==> src/hdl/spq_pkg.sv <==
`default_nettype none
// ----------------------------------------------------------------------------
// spq_pkg
// Shared types, constants and helpers for the sorted pair priority queue.
// ----------------------------------------------------------------------------
package spq_pkg;

   localparam int DEPTH = 32;
   localparam int IDX_W = $clog2(DEPTH);
   localparam int CNT_W = $clog2(DEPTH + 1);
   localparam int VAL_W = 32;

   localparam logic OP_PUSH = 1'b0;
   localparam logic OP_POP  = 1'b1;

   typedef logic [IDX_W-1:0] slot_type;
   typedef logic [CNT_W-1:0] count_type;

   typedef struct packed {
      logic signed [VAL_W-1:0] first;
      logic signed [VAL_W-1:0] second;
   } pair_type;

   typedef enum logic [4:0] {
      ST_IDLE  = 5'b00001,
      ST_CMP   = 5'b00010,
      ST_WRITE = 5'b00100,
      ST_POP   = 5'b01000,
      ST_DONE  = 5'b10000
   } state_type;

   function automatic slot_type prev_slot(input slot_type s);
      slot_type r;
      if (s == '0) begin
         r = slot_type'(DEPTH - 1);
      end else begin
         r = s - slot_type'(1);
      end
      return r;
   endfunction

   function automatic slot_type next_slot(input slot_type s);
      slot_type r;
      if (s == slot_type'(DEPTH - 1)) begin
         r = '0;
      end else begin
         r = s + slot_type'(1);
      end
      return r;
   endfunction

   // (head + count) mod DEPTH; the sum stays below 2*DEPTH
   function automatic slot_type tail_slot(input slot_type head, input count_type cnt);
      logic [CNT_W:0] sum;
      logic [CNT_W:0] wrapped;
      sum = {{(CNT_W + 1 - IDX_W){1'b0}}, head} + {1'b0, cnt};
      if (sum >= (CNT_W + 1)'(DEPTH)) begin
         wrapped = sum - (CNT_W + 1)'(DEPTH);
      end else begin
         wrapped = sum;
      end
      return wrapped[IDX_W-1:0];
   endfunction

   function automatic logic signed [VAL_W-1:0] pair_key(input pair_type p,
                                                        input logic by_first);
      logic signed [VAL_W-1:0] k;
      if (by_first) begin
         k = p.first;
      end else begin
         k = p.second;
      end
      return k;
   endfunction

endpackage
`default_nettype wire

==> src/hdl/sorted_pair_priority_queue_core.sv <==
`default_nettype none
// ----------------------------------------------------------------------------
// sorted_pair_priority_queue_core
// Ring buffer of signed value pairs kept in ascending key order.
// ----------------------------------------------------------------------------
// A push walks back from the tail through a pair memory with a write port and
// one registered read port, one compare-and-shift per cycle, moving each stored
// word with a larger key up one slot; at a depth of 32 at most 31 words move. A
// pop reads the head word, and a push to a full queue or a pop from an empty one
// is rejected. A stalled result side holds a finished word in ST_DONE until the
// output register is free. One word is worked on at a time; req_stall is
// high until the result has been moved to the output register. csr_wr_data
// selects the key: 1 first value, 0 second value.
module sorted_pair_priority_queue_core (
   input  wire logic                             clock,
   input  wire logic                             reset,
   input  wire logic                             csr_wr_en,
   input  wire logic                             csr_wr_data,
   input  wire logic                             req_valid,
   output      logic                             req_stall,
   input  wire logic                             req_opcode,
   input  wire logic signed [spq_pkg::VAL_W-1:0] req_first_value,
   input  wire logic signed [spq_pkg::VAL_W-1:0] req_second_value,
   output      logic                             rsp_valid,
   input  wire logic                             rsp_stall,
   output      logic                             rsp_accepted,
   output      logic signed [spq_pkg::VAL_W-1:0] rsp_out_first,
   output      logic signed [spq_pkg::VAL_W-1:0] rsp_out_second
);
   import spq_pkg::*;

   state_type state_ff, state_in;
   logic      order_ff, order_in;
   slot_type  head_ff, head_in;
   count_type fill_ff, fill_in;
   slot_type  slot_ff, slot_in;
   pair_type  item_ff, item_in;
   logic      res_acc_ff, res_acc_in;
   pair_type  res_pair_ff, res_pair_in;
   logic      rsp_valid_ff, rsp_valid_in;
   logic      rsp_acc_ff, rsp_acc_in;
   pair_type  rsp_pair_ff, rsp_pair_in;

   pair_type  mem [DEPTH];
   pair_type  rd_data_ff;
   slot_type  rd_addr;
   logic      mem_we;
   slot_type  mem_waddr;
   pair_type  mem_wdata;

   logic      accept;
   logic      out_free;
   slot_type  prev_i;
   pair_type  req_pair;
   logic      shift_up;

   assign accept    = req_valid && !req_stall;
   assign out_free  = !rsp_valid_ff || !rsp_stall;
   assign prev_i    = prev_slot(slot_ff);
   assign req_pair  = '{first: req_first_value, second: req_second_value};
   assign shift_up  = pair_key(rd_data_ff, order_ff) > pair_key(item_ff, order_ff);

   always_comb begin
      state_in     = state_ff;
      order_in     = order_ff;
      head_in      = head_ff;
      fill_in      = fill_ff;
      slot_in      = slot_ff;
      item_in      = item_ff;
      res_acc_in   = res_acc_ff;
      res_pair_in  = res_pair_ff;
      rsp_valid_in = rsp_valid_ff && rsp_stall;
      rsp_acc_in   = rsp_acc_ff;
      rsp_pair_in  = rsp_pair_ff;
      rd_addr      = head_ff;
      mem_we       = 1'b0;
      mem_waddr    = slot_ff;
      mem_wdata    = item_ff;

      if (csr_wr_en) begin
         order_in = csr_wr_data;
      end

      unique case (state_ff)
         ST_IDLE: begin
            if (accept) begin
               item_in     = req_pair;
               res_pair_in = '0;
               slot_in     = tail_slot(head_ff, fill_ff);
               if (req_opcode == OP_PUSH) begin
                  if (fill_ff == count_type'(DEPTH)) begin
                     res_acc_in = 1'b0;
                     state_in   = ST_DONE;
                  end else if (fill_ff == '0) begin
                     state_in = ST_WRITE;
                  end else begin
                     rd_addr  = prev_slot(tail_slot(head_ff, fill_ff));
                     state_in = ST_CMP;
                  end
               end else begin
                  if (fill_ff == '0) begin
                     res_acc_in = 1'b0;
                     state_in   = ST_DONE;
                  end else begin
                     rd_addr  = head_ff;
                     state_in = ST_POP;
                  end
               end
            end
         end
         ST_CMP: begin
            mem_we = 1'b1;
            if (shift_up) begin
               mem_wdata = rd_data_ff;
               slot_in   = prev_i;
               if (prev_i == head_ff) begin
                  state_in = ST_WRITE;
               end else begin
                  rd_addr = prev_slot(prev_i);
               end
            end else begin
               mem_wdata  = item_ff;
               fill_in    = fill_ff + count_type'(1);
               res_acc_in = 1'b1;
               state_in   = ST_DONE;
            end
         end
         ST_WRITE: begin
            mem_we     = 1'b1;
            mem_wdata  = item_ff;
            fill_in    = fill_ff + count_type'(1);
            res_acc_in = 1'b1;
            state_in   = ST_DONE;
         end
         ST_POP: begin
            res_pair_in = rd_data_ff;
            res_acc_in  = 1'b1;
            fill_in     = fill_ff - count_type'(1);
            if (fill_ff == count_type'(1)) begin
               head_in = '0;
            end else begin
               head_in = next_slot(head_ff);
            end
            state_in = ST_DONE;
         end
         ST_DONE: begin
            if (out_free) begin
               rsp_valid_in = 1'b1;
               rsp_acc_in   = res_acc_ff;
               rsp_pair_in  = res_pair_ff;
               state_in     = ST_IDLE;
            end
         end
         default: begin
            state_in = ST_IDLE;
         end
      endcase
   end

   always_ff @(posedge clock) begin
      if (reset) begin
         state_ff     <= ST_IDLE;
         order_ff     <= 1'b0;
         head_ff      <= '0;
         fill_ff      <= '0;
         rsp_valid_ff <= 1'b0;
      end else begin
         state_ff     <= state_in;
         order_ff     <= order_in;
         head_ff      <= head_in;
         fill_ff      <= fill_in;
         rsp_valid_ff <= rsp_valid_in;
      end
   end

   always_ff @(posedge clock) begin
      slot_ff     <= slot_in;
      item_ff     <= item_in;
      res_acc_ff  <= res_acc_in;
      res_pair_ff <= res_pair_in;
      rsp_acc_ff  <= rsp_acc_in;
      rsp_pair_ff <= rsp_pair_in;
   end

   // pair memory, one write and one registered read per cycle
   always_ff @(posedge clock) begin
      if (mem_we) begin
         mem[mem_waddr] <= mem_wdata;
      end
      rd_data_ff <= mem[rd_addr];
   end

   assign req_stall      = (state_ff != ST_IDLE);
   assign rsp_valid      = rsp_valid_ff;
   assign rsp_accepted   = rsp_acc_ff;
   assign rsp_out_first  = rsp_pair_ff.first;
   assign rsp_out_second = rsp_pair_ff.second;

   a_fill_bound: assert property (@(posedge clock) disable iff (reset)
      fill_ff <= count_type'(DEPTH))
      else $error("fill count above depth");

   a_empty_head: assert property (@(posedge clock) disable iff (reset)
      (fill_ff == '0) |-> (head_ff == '0))
      else $error("head not at slot 0 while empty");

   a_cmp_nonempty: assert property (@(posedge clock) disable iff (reset)
      (state_ff == ST_CMP) |-> (fill_ff != '0) && (fill_ff != count_type'(DEPTH)))
      else $error("insertion walk with empty or full queue");

   a_done_loads: assert property (@(posedge clock) disable iff (reset)
      (state_ff == ST_DONE) && out_free |=> rsp_valid_ff && (state_ff == ST_IDLE))
      else $error("finished word not moved to output");

endmodule
`default_nettype wire

==> config.mk <==
export PLATFORM = sky130hd
export DESIGN_NAME = sorted_pair_priority_queue_core
export DESIGN_NICKNAME = d
export VERILOG_FILES = /design/src/hdl/spq_pkg.sv /design/src/hdl/sorted_pair_priority_queue_core.sv
export SDC_FILE = /design/constraint.sdc
export NUM_CORES = 2
export LEC_CHECK = 0
export BUFFER_PORTS_ARGS = -buffer_cell sky130_fd_sc_hd__buf_2
export CORE_MARGIN = 5
export CORE_UTILIZATION = 60
export CTS_BUF_LIST = sky130_fd_sc_hd__clkbuf_4
export DETAILED_ROUTE_END_ITERATION = 16
export PLACE_DENSITY_LB_ADDON = 0.15
export SYNTH_ARGS = -nofsm -noshare
export SYNTH_HDL_FRONTEND = slang
export SYNTH_SLANG_ARGS = --single-unit
export TNS_END_PERCENT = 20
==> constraint.sdc <==
create_clock -name clock -period 5.8 [get_ports clock]
set_input_delay 0.29 -clock clock [delete_from_list [all_inputs] [get_ports clock]]
set_output_delay 0.29 -clock clock [all_outputs]
set_load 0.02 [all_outputs]
==> metrics <==
Critical Path AT=6.77 ns; post-synth top area cell=edfxtp_1; relative max-transition margin=0.115; simple-gate share of the synthesized area=0.0484; clk root buf=clkbuf_4; Layout area overhead=13.9%; Die X=409 um; placer congestion estimate=0.938; Post-Layout Cell Count=9,125; WHS Endpoint=item_ff[11]$_DFFE_PP_; P_leak=39.5 nW; share of the synthesized area in the top cell type=0.708; Layout Skew=0.163 ns; final setup fails=0; met1 Track Usage GR=0.467; Die Area=167,000 um^2; initial DRC count=8,602; row cnt=146; CTS clk-pin slew, worst paths=0.08 ns; Ys Warns=0; total negative setup slack=0 ns; routed wire length=290,000 um; fraction of layout cells with a size suffix above 1=0.224; largest net degree at the start of global routing=182; total gr overflow=0; Net count, final=6,713; top cells by count, synth=2,247 x edfxtp_1, 637 x mux2i_1, 333 x a21oi_1; Reg power frac=0.516; DR vias=61.2k; startpoint types=register; met2 Use GR=0.506; Synth cell types=82; clk_lat worst skew=1.43 ns; PostCTS Resize Cnt=0; CTS Buffer Depth=4; clk sinks=2,329; syn_area_per_cell=16.0 um^2; Compound-Gate Fraction of Synth Area=0.0998; vias in the first global route=59.7k; core footprint=158,000 um^2; Clk pwr share=0.362; GR Util met3=0.120; Fill cells=10.5k; All-Layer GR Usage=0.343; mux cell area share after synthesis=0.0867; # IOs=138; GRT busiest layer=met2; # DRC=0; Seq/Total Area, Yosys=0.725; pin slew with the least headroom to its limit=1.32 ns; Post-DP HPWL=154,000 um; hold path cells=3; R2R setup slack=0.19 ns; First-pass DRT Iterations=6; maximum VDD drop=0.000482 V; fin crit period=5.61 ns; Top FF cell, synth=edfxtp_1; Die H=409 um; Final Hold Viols=0; Post-DRT Antenna Nets=0; P_int=0.0279 W; HP Start=req_second_value[11]; Setup CP Type=register to register; worst r2r src=order_ff$_SDFFE_PP0P_; switch share=0.274; Max Fclk=0.178 GHz; Mapped Area=95,300 um^2; status=finished clean; crit path capture type=register; Post-Synth XOR/XNOR Area=0.00202; Setup Fix Bufs, Post-CTS=0; RSZ-0062 raised after global routing=no; H-tree Lvls=6; worst reg2reg path endpoint=rd_data_ff[22]$_DFF_P_; cts hold-fix bufs=144; Final Max Slew Viols=0; async set-reset flop share out of synthesis=0; Inst Count DP=7,915; switching pwr=0.0105 W; first-pass GRT wire length=417,000 um; Cells after Synth=5,961; Avg Vias per Cell=6.71; Starting Density=0.603; worst setup path startpoint=order_ff$_SDFFE_PP0P_; register bit total from synthesis=2,329; TritonCTS clock tree=yes; worst hold path type=input port to register; Post-Synth Adder-Cell Area=0.00664; most frequent cell after synthesis=edfxtp_1; largest family of logic cells by synthesized area=compound AO/OA/AOI/OAI gates; PwrDens=354 nW/um^2; CTS buffer count=603; Synth area leaders=edfxtp_1 71%, mux2i_1 6.7%, a2111o_1 2.8%, mux2_2 1.9%, a21oi_1 1.7%; Tcrit/Tclk final=0.967; Reg2Reg Depth=17; max-capacitance violation count=0; CP required=6.96 ns; proportion of power drawn by combinational gates=0.122; worst-path fanout max=19; Port Buffers=137; average wire per standard cell=31.8 um; initial antenna violation count=27; Post-synth EDFFs=2,247; Syn Nets=6,082
[layout by cell type (no fill, tap or decap), drive strengths merged, types with 178 or more instances in the layout]
cell and count:
a2111o 238, o31a 181, inv 269, buf 342, edfxtp 2247, mux2i 637, nand2 307, a21oi 334
o221ai 178, nand4 187, clkbuf 906
[cell families after synthesis]
logic type / count (synthesis)
compound gates: 1205
xor+xnor: 22
fa+ha+maj: 50
buf+inv: 712
flops: 2329
mux: 802
simple gates: 841
[metal layers]
metal / up-vias / part of all wire / routed length, um
li1: 25499 / - / -
met1: 30598 / 0.37 / 108000
met2: 4378 / 0.44 / 128000
met3: 767 / 0.14 / 41000
met4: 6 / 0.045 / 13000
met5: - / 0.00028 / 80
[critical path, stage by stage (launching register included)]
cell and delay (ns):
dfxtp_4 0.54, buf_12 0.22, mux2_2 0.35, ha_1 0.33, nand4_1 0.29, nor4_1 0.44
and2_1 0.28, o41a_1 0.20, o21ai_1 0.18, a211o_1 0.36, a21oi_4 0.31, nor2_4 0.10
buf_12 0.16, nor3_2 0.79, buf_12 0.30, buf_12 0.21, a32o_1 0.20, nor4_2 0.05
[power by group through the flow]
stage | sequential (W) | clock [W] | combinational [W]
finish | 0.0198 | 0.0139 | 0.00468
global route | 0.0198 | 0.0151 | 0.00489
CTS | 0.0197 | 0.0141 | 0.00455
detailed placement | 0.0201 | 0 | 0.00446
global placement | 0.0201 | 0 | 0.00439
floorplan | 0.0194 | 0 | 0.00293
[layout make-up]
cell class                      count  area [um^2]  area share
Clock inverter                    131          669     0.00617
Clock buffer                      906         6800      0.0626
Antenna cell                       29         72.6    0.000668
Sequential cell                  2329        69100       0.637
Tap cell                         2072         2590      0.0239
Multi-Input combinational cell   2920        23700       0.218
Inverter                          252          947     0.00872
Timing Repair Buffer              486         4690      0.0432
[per-stage QoR]
stage / worst slack, ns / power [W] / instance area, um^2 / hold WS, ns / util
floorplan: 1.13 / 0.0223 / 95300 / 0.367 / -
global placement: 0.501 / 0.0245 / 99600 / 0.402 / 0.630
detailed placement: 0.470 / 0.0246 / 99600 / 0.405 / 0.630
CTS: 0.337 / 0.0384 / 108000 / 0.00414 / 0.686
global route: 0.118 / 0.0398 / 109000 / 0.0522 / 0.686
finish: 0.192 / 0.0385 / 109000 / 0.122 / 0.686
[state kept, by name (all words and copies together), names as in the netlist]
name and count:
mem 2048, item_ff 64, rd_data_ff 64, res_pair_ff 64
rsp_out_first 32, rsp_out_second 32, fill_ff 6, head_ff 5
mem_waddr 5, state_ff 5, order_ff 1, res_acc_ff 1
rsp_accepted 1, rsp_valid 1
[worst max-delay path by stage]
| stage | end | slack (ns) | cells past startpoint |
|---|---|---|---|
| CTS | rd_data_ff[22]$_DFF_P_ | 0.34 | 17 |
| finish | rd_data_ff[22]$_DFF_P_ | 0.19 | 17 |
| global route | rd_data_ff[22]$_DFF_P_ | 0.12 | 17 |
| detailed placement | rd_data_ff[22]$_DFF_P_ | 0.47 | 17 |
| floorplan | rd_data_ff[0]$_DFF_P_ | 1.13 | 17 |
| global placement | rd_data_ff[23]$_DFF_P_ | 0.50 | 17 |
(Power assumes the default switching activity.)
